[src/rtl/wmc_pkg.sv]
`timescale 1ns / 1ps
// ----------------------------------------------------------------------------
// wmc_pkg
// Shared types, codes and constants of the watch mode controller.
// ----------------------------------------------------------------------------
package wmc_pkg;

	// item commands
	localparam logic [1:0] CMD_TICK   = 2'd0;
	localparam logic [1:0] CMD_MODE   = 2'd1;
	localparam logic [1:0] CMD_ADJUST = 2'd2;
	localparam logic [1:0] CMD_LIGHT  = 2'd3;

	// display modes
	localparam logic [3:0] MODE_CLOCK      = 4'd0;
	localparam logic [3:0] MODE_CLOCK_EDIT = 4'd1;
	localparam logic [3:0] MODE_WAKE       = 4'd2;
	localparam logic [3:0] MODE_WAKE_EDIT  = 4'd3;
	localparam logic [3:0] MODE_CHRONO     = 4'd4;
	localparam logic [3:0] MODE_COUNTDOWN  = 4'd5;
	localparam logic [3:0] MODE_SENS0      = 4'd6;
	localparam logic [3:0] MODE_SENS1      = 4'd7;
	localparam logic [3:0] MODE_SENS2      = 4'd8;
	localparam logic [3:0] MODE_SENS3      = 4'd9;

	// events
	localparam logic [2:0] EV_NONE         = 3'd0;
	localparam logic [2:0] EV_COMMIT_TIME  = 3'd1;
	localparam logic [2:0] EV_COMMIT_ALARM = 3'd2;
	localparam logic [2:0] EV_DISARM       = 3'd3;
	localparam logic [2:0] EV_TMR_EXPIRED  = 3'd4;

	// time set fields
	localparam logic [2:0] FLD_SEC   = 3'd0;
	localparam logic [2:0] FLD_MIN   = 3'd1;
	localparam logic [2:0] FLD_HOUR  = 3'd2;
	localparam logic [2:0] FLD_DAY   = 3'd3;
	localparam logic [2:0] FLD_MONTH = 3'd4;

	localparam int unsigned TIME_FIELDS = 5;

	localparam logic [12:0] TMR_MAX  = 13'd5940;
	localparam logic [12:0] TMR_MIN  = 13'd600;
	localparam logic [12:0] TMR_STEP = 13'd60;
	localparam logic [12:0] STW_LAST = 13'd5999;

	localparam logic [5:0] SIXTY       = 6'd60;
	localparam logic [4:0] HOURS_DAY   = 5'd24;
	localparam logic [4:0] DAYS_MAX    = 5'd31;
	localparam logic [3:0] MONTHS_YEAR = 4'd12;

	typedef struct packed {
		logic [1:0] cmd;
		logic [4:0] clock_hours;
		logic [5:0] clock_minutes;
		logic [5:0] clock_seconds;
		logic [4:0] clock_day;
		logic [3:0] clock_month;
		logic       alarm_ok;
	} item_t;

	typedef struct packed {
		logic [3:0]  mode;
		logic [2:0]  edit_field;
		logic        blink_on;
		logic [4:0]  show_hours;
		logic [5:0]  show_minutes;
		logic [5:0]  show_seconds;
		logic [4:0]  show_day;
		logic [3:0]  show_month;
		logic [12:0] stopwatch_seconds;
		logic [12:0] timer_seconds;
		logic        alarm_armed;
		logic [2:0]  event_res;
	} result_t;

endpackage

[src/rtl/wmc_if.sv]
`timescale 1ns / 1ps
// ----------------------------------------------------------------------------
// wmc_in_if / wmc_out_if
// Valid/ready channels for watch controller items and results.
// ----------------------------------------------------------------------------
interface wmc_in_if;
	logic       valid;
	logic       ready;
	logic [1:0] cmd;
	logic [4:0] clock_hours;
	logic [5:0] clock_minutes;
	logic [5:0] clock_seconds;
	logic [4:0] clock_day;
	logic [3:0] clock_month;
	logic       alarm_ok;

	modport source (
		output valid, cmd, clock_hours, clock_minutes, clock_seconds,
		       clock_day, clock_month, alarm_ok,
		input  ready
	);
	modport sink (
		input  valid, cmd, clock_hours, clock_minutes, clock_seconds,
		       clock_day, clock_month, alarm_ok,
		output ready
	);
endinterface

interface wmc_out_if;
	logic        valid;
	logic        ready;
	logic [3:0]  mode;
	logic [2:0]  edit_field;
	logic        blink_on;
	logic [4:0]  show_hours;
	logic [5:0]  show_minutes;
	logic [5:0]  show_seconds;
	logic [4:0]  show_day;
	logic [3:0]  show_month;
	logic [12:0] stopwatch_seconds;
	logic [12:0] timer_seconds;
	logic        alarm_armed;
	logic [2:0]  event_res;

	modport source (
		output valid, mode, edit_field, blink_on, show_hours, show_minutes,
		       show_seconds, show_day, show_month, stopwatch_seconds,
		       timer_seconds, alarm_armed, event_res,
		input  ready
	);
	modport sink (
		input  valid, mode, edit_field, blink_on, show_hours, show_minutes,
		       show_seconds, show_day, show_month, stopwatch_seconds,
		       timer_seconds, alarm_armed, event_res,
		output ready
	);
endinterface

[src/rtl/wmc_core.sv]
`timescale 1ns / 1ps
// ----------------------------------------------------------------------------
// wmc_core
// Watch controller state and its combinational update for one item.
// ----------------------------------------------------------------------------
module wmc_core (
	input  logic             clk,
	input  logic             arst_n,
	input  logic             step,
	input  wmc_pkg::item_t   item,
	output wmc_pkg::result_t res
);
	import wmc_pkg::*;

	logic [3:0]  mode_q, mode_d;
	logic [2:0]  fld_q, fld_d;
	logic        blink_q, blink_d;
	logic [5:0]  e_sec_q, e_sec_d;
	logic [5:0]  e_min_q, e_min_d;
	logic [4:0]  e_hour_q, e_hour_d;
	logic [4:0]  e_day_q, e_day_d;
	logic [3:0]  e_month_q, e_month_d;
	logic [4:0]  ae_hour_q, ae_hour_d;
	logic [5:0]  ae_min_q, ae_min_d;
	logic [4:0]  al_hour_q, al_hour_d;
	logic [5:0]  al_min_q, al_min_d;
	logic        armed_q, armed_d;
	logic [31:0] stw_cnt_q, stw_cnt_d;
	logic [12:0] stw_mod_q, stw_mod_d;
	logic        stw_on_q, stw_on_d;
	logic [12:0] tmr_left_q, tmr_left_d;
	logic [12:0] tmr_set_q, tmr_set_d;
	logic        tmr_on_q, tmr_on_d;
	logic        tmr_hold_q, tmr_hold_d;
	logic [2:0]  ev;

	logic [4:0]  cday;
	logic [3:0]  cmonth;
	logic        edit_old, edit_new;
	logic [3:0]  fld_inc;
	logic [12:0] tmr_dec;
	logic [12:0] tmr_add;
	logic [6:0]  sec_inc, min_inc, amin_inc;
	logic [5:0]  hour_inc, ahour_inc;

	// clean up the clock date
	assign cday   = (item.clock_day == 5'd0) ? 5'd1 : item.clock_day;
	assign cmonth = (item.clock_month == 4'd0 || item.clock_month > MONTHS_YEAR) ?
	                4'd1 : item.clock_month;

	assign edit_old  = (mode_q == MODE_CLOCK_EDIT) || (mode_q == MODE_WAKE_EDIT);
	assign fld_inc   = {1'b0, fld_q} + 4'd1;
	assign tmr_dec   = (tmr_left_q != 13'd0) ? tmr_left_q - 13'd1 : 13'd0;
	assign tmr_add   = tmr_set_q + TMR_STEP;
	assign sec_inc   = {1'b0, e_sec_q} + 7'd1;
	assign min_inc   = {1'b0, e_min_q} + 7'd1;
	assign amin_inc  = {1'b0, ae_min_q} + 7'd1;
	assign hour_inc  = {1'b0, e_hour_q} + 6'd1;
	assign ahour_inc = {1'b0, ae_hour_q} + 6'd1;

	always_comb begin
		mode_d     = mode_q;
		fld_d      = fld_q;
		blink_d    = blink_q;
		e_sec_d    = e_sec_q;
		e_min_d    = e_min_q;
		e_hour_d   = e_hour_q;
		e_day_d    = e_day_q;
		e_month_d  = e_month_q;
		ae_hour_d  = ae_hour_q;
		ae_min_d   = ae_min_q;
		al_hour_d  = al_hour_q;
		al_min_d   = al_min_q;
		armed_d    = armed_q;
		stw_cnt_d  = stw_cnt_q;
		stw_mod_d  = stw_mod_q;
		stw_on_d   = stw_on_q;
		tmr_left_d = tmr_left_q;
		tmr_set_d  = tmr_set_q;
		tmr_on_d   = tmr_on_q;
		tmr_hold_d = tmr_hold_q;
		ev         = EV_NONE;

		case (item.cmd)
			CMD_TICK: begin
				if (edit_old) begin
					blink_d = ~blink_q;
				end
				if (stw_on_q) begin
					stw_cnt_d = stw_cnt_q + 32'd1;
					// a wrap of the full count restarts the display count too
					if (stw_cnt_q == 32'hFFFF_FFFF || stw_mod_q == STW_LAST) begin
						stw_mod_d = 13'd0;
					end else begin
						stw_mod_d = stw_mod_q + 13'd1;
					end
				end
				if (tmr_on_q) begin
					tmr_left_d = tmr_dec;
					if (tmr_dec == 13'd0) begin
						tmr_on_d   = 1'b0;
						tmr_hold_d = 1'b0;
						ev         = EV_TMR_EXPIRED;
					end
				end
			end
			CMD_MODE: begin
				unique case (mode_q)
					MODE_CLOCK_EDIT: begin
						fld_d   = (fld_inc >= 4'(TIME_FIELDS)) ?
						          3'(fld_inc - 4'(TIME_FIELDS)) : fld_inc[2:0];
						blink_d = 1'b1;
					end
					MODE_WAKE_EDIT: begin
						fld_d   = {2'b00, fld_inc[0]};
						blink_d = 1'b1;
					end
					MODE_CLOCK:     mode_d = MODE_WAKE;
					MODE_WAKE:      mode_d = MODE_CHRONO;
					MODE_CHRONO:    mode_d = MODE_COUNTDOWN;
					MODE_COUNTDOWN: mode_d = MODE_SENS0;
					MODE_SENS0:     mode_d = MODE_SENS1;
					MODE_SENS1:     mode_d = MODE_SENS2;
					MODE_SENS2:     mode_d = MODE_SENS3;
					default:        mode_d = MODE_CLOCK;
				endcase
			end
			CMD_ADJUST: begin
				unique case (mode_q)
					MODE_CLOCK: begin
						e_hour_d  = item.clock_hours;
						e_min_d   = item.clock_minutes;
						e_sec_d   = item.clock_seconds;
						e_day_d   = cday;
						e_month_d = cmonth;
						fld_d     = FLD_SEC;
						blink_d   = 1'b1;
						mode_d    = MODE_CLOCK_EDIT;
					end
					MODE_CLOCK_EDIT: begin
						mode_d = MODE_CLOCK;
						ev     = EV_COMMIT_TIME;
					end
					MODE_WAKE: begin
						ae_hour_d = al_hour_q;
						ae_min_d  = al_min_q;
						fld_d     = 3'd0;
						blink_d   = 1'b1;
						mode_d    = MODE_WAKE_EDIT;
					end
					MODE_WAKE_EDIT: begin
						al_hour_d = ae_hour_q;
						al_min_d  = ae_min_q;
						armed_d   = item.alarm_ok;
						mode_d    = MODE_WAKE;
						ev        = EV_COMMIT_ALARM;
					end
					MODE_CHRONO: stw_on_d = ~stw_on_q;
					MODE_COUNTDOWN: begin
						if (tmr_on_q) begin
							tmr_on_d   = 1'b0;
							tmr_hold_d = 1'b1;
						end else begin
							if (!tmr_hold_q) begin
								tmr_left_d = tmr_set_q;
							end
							tmr_on_d   = 1'b1;
							tmr_hold_d = 1'b0;
						end
					end
					default: ;
				endcase
			end
			default: begin
				unique case (mode_q)
					MODE_CLOCK_EDIT: begin
						case (fld_q)
							FLD_SEC: e_sec_d = (sec_inc >= {1'b0, SIXTY}) ?
							         6'(sec_inc - {1'b0, SIXTY}) : sec_inc[5:0];
							FLD_MIN: e_min_d = (min_inc >= {1'b0, SIXTY}) ?
							         6'(min_inc - {1'b0, SIXTY}) : min_inc[5:0];
							FLD_HOUR: e_hour_d = (hour_inc >= {1'b0, HOURS_DAY}) ?
							          5'(hour_inc - {1'b0, HOURS_DAY}) : hour_inc[4:0];
							FLD_DAY: e_day_d = (e_day_q == DAYS_MAX) ?
							         5'd1 : e_day_q + 5'd1;
							FLD_MONTH: e_month_d = (e_month_q >= MONTHS_YEAR) ?
							           e_month_q - MONTHS_YEAR + 4'd1 : e_month_q + 4'd1;
							default: ;
						endcase
						blink_d = 1'b1;
					end
					MODE_WAKE_EDIT: begin
						if (fld_q == 3'd0) begin
							ae_hour_d = (ahour_inc >= {1'b0, HOURS_DAY}) ?
							            5'(ahour_inc - {1'b0, HOURS_DAY}) : ahour_inc[4:0];
						end else begin
							ae_min_d = (amin_inc >= {1'b0, SIXTY}) ?
							           6'(amin_inc - {1'b0, SIXTY}) : amin_inc[5:0];
						end
						blink_d = 1'b1;
					end
					MODE_CHRONO: begin
						if (!stw_on_q) begin
							stw_cnt_d = 32'd0;
							stw_mod_d = 13'd0;
						end
					end
					MODE_COUNTDOWN: begin
						if (!tmr_on_q) begin
							tmr_set_d  = (tmr_add > TMR_MAX) ? TMR_MIN : tmr_add;
							tmr_left_d = 13'd0;
							tmr_hold_d = 1'b0;
						end
					end
					MODE_WAKE: begin
						if (armed_q) begin
							armed_d = 1'b0;
							ev      = EV_DISARM;
						end else begin
							armed_d = item.alarm_ok;
							ev      = EV_COMMIT_ALARM;
						end
					end
					default: ;
				endcase
			end
		endcase
	end

	assign edit_new = (mode_d == MODE_CLOCK_EDIT) || (mode_d == MODE_WAKE_EDIT);

	always_comb begin
		res.mode              = mode_d;
		res.edit_field        = edit_new ? fld_d : 3'd0;
		res.blink_on          = edit_new ? blink_d : 1'b1;
		res.show_hours        = item.clock_hours;
		res.show_minutes      = item.clock_minutes;
		res.show_seconds      = item.clock_seconds;
		res.show_day          = cday;
		res.show_month        = cmonth;
		res.stopwatch_seconds = stw_mod_d;
		res.timer_seconds     = (tmr_on_d || tmr_hold_d) ? tmr_left_d : tmr_set_d;
		res.alarm_armed       = armed_d;
		res.event_res         = ev;
		if (mode_d == MODE_CLOCK_EDIT || ev == EV_COMMIT_TIME) begin
			res.show_hours   = e_hour_d;
			res.show_minutes = e_min_d;
			res.show_seconds = e_sec_d;
			res.show_day     = e_day_d;
			res.show_month   = e_month_d;
		end else if (mode_d == MODE_WAKE) begin
			res.show_hours   = al_hour_d;
			res.show_minutes = al_min_d;
			res.show_seconds = 6'd0;
		end else if (mode_d == MODE_WAKE_EDIT) begin
			res.show_hours   = ae_hour_d;
			res.show_minutes = ae_min_d;
			res.show_seconds = 6'd0;
		end
	end

	always_ff @(posedge clk or negedge arst_n) begin
		if (!arst_n) begin
			mode_q     <= MODE_CLOCK_EDIT;
			fld_q      <= FLD_SEC;
			blink_q    <= 1'b1;
			e_sec_q    <= 6'd0;
			e_min_q    <= 6'd0;
			e_hour_q   <= 5'd0;
			e_day_q    <= 5'd1;
			e_month_q  <= 4'd1;
			ae_hour_q  <= 5'd0;
			ae_min_q   <= 6'd0;
			al_hour_q  <= 5'd6;
			al_min_q   <= 6'd30;
			armed_q    <= 1'b0;
			stw_cnt_q  <= 32'd0;
			stw_mod_q  <= 13'd0;
			stw_on_q   <= 1'b0;
			tmr_left_q <= 13'd0;
			tmr_set_q  <= TMR_MIN;
			tmr_on_q   <= 1'b0;
			tmr_hold_q <= 1'b0;
		end else if (step) begin
			mode_q     <= mode_d;
			fld_q      <= fld_d;
			blink_q    <= blink_d;
			e_sec_q    <= e_sec_d;
			e_min_q    <= e_min_d;
			e_hour_q   <= e_hour_d;
			e_day_q    <= e_day_d;
			e_month_q  <= e_month_d;
			ae_hour_q  <= ae_hour_d;
			ae_min_q   <= ae_min_d;
			al_hour_q  <= al_hour_d;
			al_min_q   <= al_min_d;
			armed_q    <= armed_d;
			stw_cnt_q  <= stw_cnt_d;
			stw_mod_q  <= stw_mod_d;
			stw_on_q   <= stw_on_d;
			tmr_left_q <= tmr_left_d;
			tmr_set_q  <= tmr_set_d;
			tmr_on_q   <= tmr_on_d;
			tmr_hold_q <= tmr_hold_d;
		end
	end

endmodule

[src/rtl/watch_mode_controller_top.sv]
`timescale 1ns / 1ps
// ----------------------------------------------------------------------------
// watch_mode_controller_top
// Three-key watch controller: modes, editors, stopwatch, timer and alarm.
//
//   port    dir   handshake     carries
//   item    in    valid/ready   tick or key press plus current clock values
//   result  out   valid/ready   shown values and one event per item
//
// One result per item, passed through the input register and then the output register.
// One item per cycle sustained while results are taken: the state update is a single register pass.
// Reset puts the controller in time set with stopwatch and timer idle.
// A stalled result holds in the output register; one more item waits in the
// input register before ready drops.
// ----------------------------------------------------------------------------
module watch_mode_controller_top (
	input logic      clk,
	input logic      arst_n,
	wmc_in_if.sink   item,
	wmc_out_if.source result
);
	import wmc_pkg::*;

	logic    valid_s1;
	item_t   item_s1;
	logic    res_valid_s2;
	result_t res_s2;
	result_t core_res;
	logic    adv;

	assign adv        = valid_s1 && (!res_valid_s2 || result.ready);
	assign item.ready = !valid_s1 || adv;

	always_ff @(posedge clk or negedge arst_n) begin
		if (!arst_n) begin
			valid_s1     <= 1'b0;
			res_valid_s2 <= 1'b0;
		end else begin
			if (item.ready) begin
				valid_s1 <= item.valid;
			end
			if (!res_valid_s2 || result.ready) begin
				res_valid_s2 <= valid_s1;
			end
		end
	end

	// capture on transfer
	always_ff @(posedge clk) begin
		if (item.valid && item.ready) begin
			item_s1.cmd           <= item.cmd;
			item_s1.clock_hours   <= item.clock_hours;
			item_s1.clock_minutes <= item.clock_minutes;
			item_s1.clock_seconds <= item.clock_seconds;
			item_s1.clock_day     <= item.clock_day;
			item_s1.clock_month   <= item.clock_month;
			item_s1.alarm_ok      <= item.alarm_ok;
		end
		if (adv) begin
			res_s2 <= core_res;
		end
	end

	wmc_core u_core (
		.clk    (clk),
		.arst_n (arst_n),
		.step   (adv),
		.item   (item_s1),
		.res    (core_res)
	);

	assign result.valid             = res_valid_s2;
	assign result.mode              = res_s2.mode;
	assign result.edit_field        = res_s2.edit_field;
	assign result.blink_on          = res_s2.blink_on;
	assign result.show_hours        = res_s2.show_hours;
	assign result.show_minutes      = res_s2.show_minutes;
	assign result.show_seconds      = res_s2.show_seconds;
	assign result.show_day          = res_s2.show_day;
	assign result.show_month        = res_s2.show_month;
	assign result.stopwatch_seconds = res_s2.stopwatch_seconds;
	assign result.timer_seconds     = res_s2.timer_seconds;
	assign result.alarm_armed       = res_s2.alarm_armed;
	assign result.event_res         = res_s2.event_res;

endmodule
[src/flat_wrapper.sv]
// flat-port wrapper written by rule: the top's interface ports become plain ports
module watch_mode_controller_top_flat import wmc_pkg::*;
  (clk, arst_n, item_valid, item_cmd, item_clock_hours, item_clock_minutes, item_clock_seconds, item_clock_day, item_clock_month, item_alarm_ok, item_ready, result_valid, result_mode, result_edit_field, result_blink_on, result_show_hours, result_show_minutes, result_show_seconds, result_show_day, result_show_month, result_stopwatch_seconds, result_timer_seconds, result_alarm_armed, result_event_res, result_ready);
  wmc_in_if item_i ();
  wmc_out_if result_i ();
  input logic clk;
  input logic arst_n;
  input wire logic [$bits(item_i.valid)-1:0] item_valid;
  input wire logic [$bits(item_i.cmd)-1:0] item_cmd;
  input wire logic [$bits(item_i.clock_hours)-1:0] item_clock_hours;
  input wire logic [$bits(item_i.clock_minutes)-1:0] item_clock_minutes;
  input wire logic [$bits(item_i.clock_seconds)-1:0] item_clock_seconds;
  input wire logic [$bits(item_i.clock_day)-1:0] item_clock_day;
  input wire logic [$bits(item_i.clock_month)-1:0] item_clock_month;
  input wire logic [$bits(item_i.alarm_ok)-1:0] item_alarm_ok;
  output wire logic [$bits(item_i.ready)-1:0] item_ready;
  output wire logic [$bits(result_i.valid)-1:0] result_valid;
  output wire logic [$bits(result_i.mode)-1:0] result_mode;
  output wire logic [$bits(result_i.edit_field)-1:0] result_edit_field;
  output wire logic [$bits(result_i.blink_on)-1:0] result_blink_on;
  output wire logic [$bits(result_i.show_hours)-1:0] result_show_hours;
  output wire logic [$bits(result_i.show_minutes)-1:0] result_show_minutes;
  output wire logic [$bits(result_i.show_seconds)-1:0] result_show_seconds;
  output wire logic [$bits(result_i.show_day)-1:0] result_show_day;
  output wire logic [$bits(result_i.show_month)-1:0] result_show_month;
  output wire logic [$bits(result_i.stopwatch_seconds)-1:0] result_stopwatch_seconds;
  output wire logic [$bits(result_i.timer_seconds)-1:0] result_timer_seconds;
  output wire logic [$bits(result_i.alarm_armed)-1:0] result_alarm_armed;
  output wire logic [$bits(result_i.event_res)-1:0] result_event_res;
  input wire logic [$bits(result_i.ready)-1:0] result_ready;
  assign item_i.valid = item_valid;
  assign item_i.cmd = item_cmd;
  assign item_i.clock_hours = item_clock_hours;
  assign item_i.clock_minutes = item_clock_minutes;
  assign item_i.clock_seconds = item_clock_seconds;
  assign item_i.clock_day = item_clock_day;
  assign item_i.clock_month = item_clock_month;
  assign item_i.alarm_ok = item_alarm_ok;
  assign item_ready = item_i.ready;
  assign result_valid = result_i.valid;
  assign result_mode = result_i.mode;
  assign result_edit_field = result_i.edit_field;
  assign result_blink_on = result_i.blink_on;
  assign result_show_hours = result_i.show_hours;
  assign result_show_minutes = result_i.show_minutes;
  assign result_show_seconds = result_i.show_seconds;
  assign result_show_day = result_i.show_day;
  assign result_show_month = result_i.show_month;
  assign result_stopwatch_seconds = result_i.stopwatch_seconds;
  assign result_timer_seconds = result_i.timer_seconds;
  assign result_alarm_armed = result_i.alarm_armed;
  assign result_event_res = result_i.event_res;
  assign result_i.ready = result_ready;
  watch_mode_controller_top u_core (.clk(clk), .arst_n(arst_n), .item(item_i), .result(result_i));
endmodule
[config.mk]
export PLATFORM = sky130hd
export DESIGN_NAME = watch_mode_controller_top_flat
export DESIGN_NICKNAME = d
export VERILOG_FILES = /design/src/rtl/wmc_pkg.sv /design/src/rtl/wmc_if.sv /design/src/rtl/wmc_core.sv /design/src/rtl/watch_mode_controller_top.sv /design/src/flat_wrapper.sv
export SDC_FILE = /design/constraint.sdc
export NUM_CORES = 1
export LEC_CHECK = 0
export BUFFER_PORTS_ARGS = -buffer_cell sky130_fd_sc_hd__buf_4
export CORE_MARGIN = 2
export CORE_UTILIZATION = 68
export CTS_BUF_LIST = sky130_fd_sc_hd__clkbuf_8
export CTS_CLUSTER_SIZE = 16
export DETAILED_ROUTE_END_ITERATION = 10
export MAX_ROUTING_LAYER = met4
export PLACE_DENSITY = 0.85
export SLEW_MARGIN = 30
export SYNTH_ARGS = -nofsm -noshare
export SYNTH_HDL_FRONTEND = slang
export SYNTH_SLANG_ARGS = --single-unit
export TNS_END_PERCENT = 5
[constraint.sdc]
create_clock -name clk -period 10.6 [get_ports clk]
set_clock_uncertainty 0.2 [all_clocks]
set_input_delay 0 -clock clk [delete_from_list [all_inputs] [get_ports clk]]
set_output_delay 0 -clock clk [all_outputs]
set_load 0.005 [all_outputs]
==> reports/metrics.csv <==
metric;value;unit
drt total wl;41.26;mm
Fin. Hold Viols;0;
post-route ant nets;0;
top-level port count;99;
first-pass GRT wire length;66.22;mm
Logic pwr share;0.338;
CTS tree;yes;
WL per Instance;21.39;µm
Diodes inserted;0;
minimum clock period after layout;4.721;ns
Fillers;1312;
largest net degree at the start of global routing;83;
ys async rst share;0.5885;
area delta synth->final;14.79;%
grt total ovfl;0;
TritonCTS Sinks;226;
synthesized flop and latch total;226;
largest fanout on the critical path;19;
I/O Buffers;98;
Post-DP HPWL;24.78;mm
Post-CTS Repair Setup Buffers;0;
gr usage total;0.3853;
vias per inst;6.848;
unrepaired setup endpoints after global routing;false;
Slew HR;0.3839;
Post-synth EDFFs;93;
CORE AREA;20360;µm²
Total Neg Setup Slack;0;ns
R2R setup slack;5.88;ns
Worst Path Arrival;4.81;ns
Hold Slack;0.1534;ns
internal power;1.948;mW
syn_area_per_cell;9.280;µm²
CP Data Required Time;10.69;ns
cell depth of the worst hold path;4;
crit path kind;reg2reg;
Clock Power Share;0.243;
Power per Cell Area;194.5;nW/µm²
post-route clock period utilization;0.4454;
clock slew at the register clock pins of the worst setup and hold paths;0.06;ns
sequential cell area fraction in the yosys report;0.4312;
die width;148.7;µm
highest clock rate;211.8;MHz
layout cells sized above 1;0.1465;
Hold Path Sink;u_core.result.valid;
leakage power;6.679;nW
commonest non-fill, non-tap cell in the layout;nand2_1;
via count;13209;
later-pin clock latency in the skew report;0.55;ns
Worst R2R Start;u_core.item_s1[27];
Starting Density;0.6991;
CTS Buf Count;40;
die area;22110;µm²
Worst Tran Pin Value;0.9242;ns
CP Launch Type;flop;
MaxCap Viol Count;0;
nets;1692;
CTS root buf;clkbuf_8;
Net Sw Frac;0.3872;
Die Y;148.7;µm
DR DRC count;0;
yosys synthesis warning count;0;
Sequential Power Share;0.418;
sw power;1.230;mW
setup ws final;5.879;ns
Syn Inst Count;1534;
GPL Wtd Cong;1.002;
crit end category;flop;
Initial DRC Count;1716;
Tightest Hold Check Type;in2reg;
DRT Pass-1 Iters;8;
cell depth of the worst flop-to-flop path;12;
maximum level of the CTS H-tree;2;
Worst R2R End;u_core.result.show_hours[2];
vias in the first global route;12508;
HP Start;result_ready;
worst slack at placement;6.083;ns
clk buf depth;3;
Final setup violation count;0;
synthesized area;14240;µm²
Pins Over Slew Limit;0;
row count;52;
predominant post-synthesis flop cell;dfrtp_1;
synth unique cells;96;
syn nets;1597;
initial antenna violation count;0;
VDD IR max;118.3;µV
status;finished, final reports clean;
most frequent cells in the layout;nand2_1 (187), o21ai_0 (154), dfrtp_1 (119), buf_4 (106), edfxtp_1 (93);
cells in the mapped netlist (13+ instances only):
cell type    n  share of area
ha_1        30          0.026
nor2b_1     20         0.0088
o21ai_0    154          0.054
and2_1      14         0.0062
nor2_1      85          0.022
inv_1       36         0.0095
nand4_1     15         0.0066
xnor2_1     21          0.013
nand2_1    188          0.050
nor3_1      44          0.015
clkbuf_1    91          0.024
and3_1      24          0.011
nand3_1     42          0.015
mux2i_1     60          0.042
buf_2       15         0.0053
edfxtp_1    93           0.20
dfstp_2     14          0.026
o31ai_1     25          0.013
a221o_1     15          0.011
nor4_1      13         0.0057
dfrtp_1    119           0.21
a221oi_1    18          0.011
a21oi_1     82          0.029
or3_1       15         0.0066
nand2b_1    14         0.0062
mux2_2      30          0.024
xor2_1      28          0.017
kinds of logic (layout without fill, tap and decap cells):
kind of cell / after synthesis / after routing / share of synthesized area
simple gates: 530 / 530 / 0.1891
compound gates: 450 / 450 / 0.2114
flops: 226 / 226 / 0.4312
buf+inv: 158 / 283 / 0.04509
mux: 91 / 91 / 0.06671
xor+xnor: 49 / 49 / 0.03015
fa+ha+maj: 30 / 30 / 0.02637
layout make-up:
| type | count | area, µm² | area share |
|---|---|---|---|
| clock buffer | 46 | 633.1 | 0.03874 |
| timing repair buffer | 174 | 1505 | 0.09211 |
| inverter | 37 | 140.1 | 0.008575 |
| sequential | 226 | 6138 | 0.3756 |
| clock inverter | 26 | 102.6 | 0.006278 |
| tap | 270 | 337.8 | 0.02067 |
| multi-input combinational | 1150 | 7485 | 0.4580 |
through the flow:
step,power (mW),utilization,std cells,instance area (µm²)
2_1_floorplan,2.021,-,1534,14240
3_5_place_dp,2.326,0.7335,1792,14940
6_report,3.178,0.8025,1929,16340
4_1_cts,3.113,0.8024,1929,16340
3_3_place_gp,2.269,0.7313,1790,14890
5_1_grt,3.329,0.8025,1929,16340
worst max-delay path: stages, from the launching register on:
cell and delay [ns]:
edfxtp_1 0.38, inv_1 0.08, ha_1 0.46, inv_1 0.50, o21ai_0 0.18, a32oi_1 0.33
and2_1 0.58, clkinv_1 0.40, a31oi_1 0.42, o21ai_4 0.21, buf_8 0.21, buf_8 0.16
mux2_1 0.36
power by group through the flow:
stage,Clock (mW),Sequential [mW],Combinational [mW]
2_1_floorplan,0,1.19,0.834
3_3_place_gp,0,1.32,0.952
3_5_place_dp,0,1.33,1.00
4_1_cts,0.768,1.31,1.03
5_1_grt,0.813,1.35,1.16
6_report,0.774,1.33,1.08
routing by layer:
metal	routed length, µm	GRT usage	vias to the layer above
met1	15640	0.4962	6222
met4	1732	0.1438	0
met2	19690	0.6215	889
met3	4195	0.06166	179
li1	-	-	5919
met5	0	-	-
worst max-delay path by stage:
stage / from / end
2_1_floorplan: u_core.result.valid / u_core.result.alarm_armed
3_3_place_gp: u_core.item_s1[27] / u_core.result.show_hours[2]
3_5_place_dp: u_core.item_s1[27] / u_core.result.show_hours[2]
4_1_cts: u_core.item_s1[27] / u_core.result.show_hours[2]
5_1_grt: u_core.item_s1[27] / u_core.result.show_hours[2]
6_report: u_core.item_s1[27] / u_core.result.show_hours[2]
what timing repair did:
| item | 4_1_cts | 5_1_grt |
|---|---|---|
| gates resized for setup | 0 | 0 |
| hold buffers | 65 | 0 |
| hold endpoints to repair | 102 | 0 |
state kept, by name, indices dropped and copies added (netlist names), 6 cells and up:
register,count
u_core.u_core.stw_mod_q,13
u_core.u_core.tmr_left_q,13
u_core.result.show_minutes,6
u_core.u_core.ae_min_q,6
u_core.u_core.e_sec_q,6
u_core.u_core.al_min_q,6
u_core.result.timer_seconds,13
u_core.result.show_seconds,6
u_core.item_s1,29
u_core.u_core.e_min_q,6
u_core.result.stopwatch_seconds,13
u_core.u_core.tmr_set_q,13
u_core.u_core.stw_cnt_q,32
No activity file was read; power rests on OpenSTA's default activity.
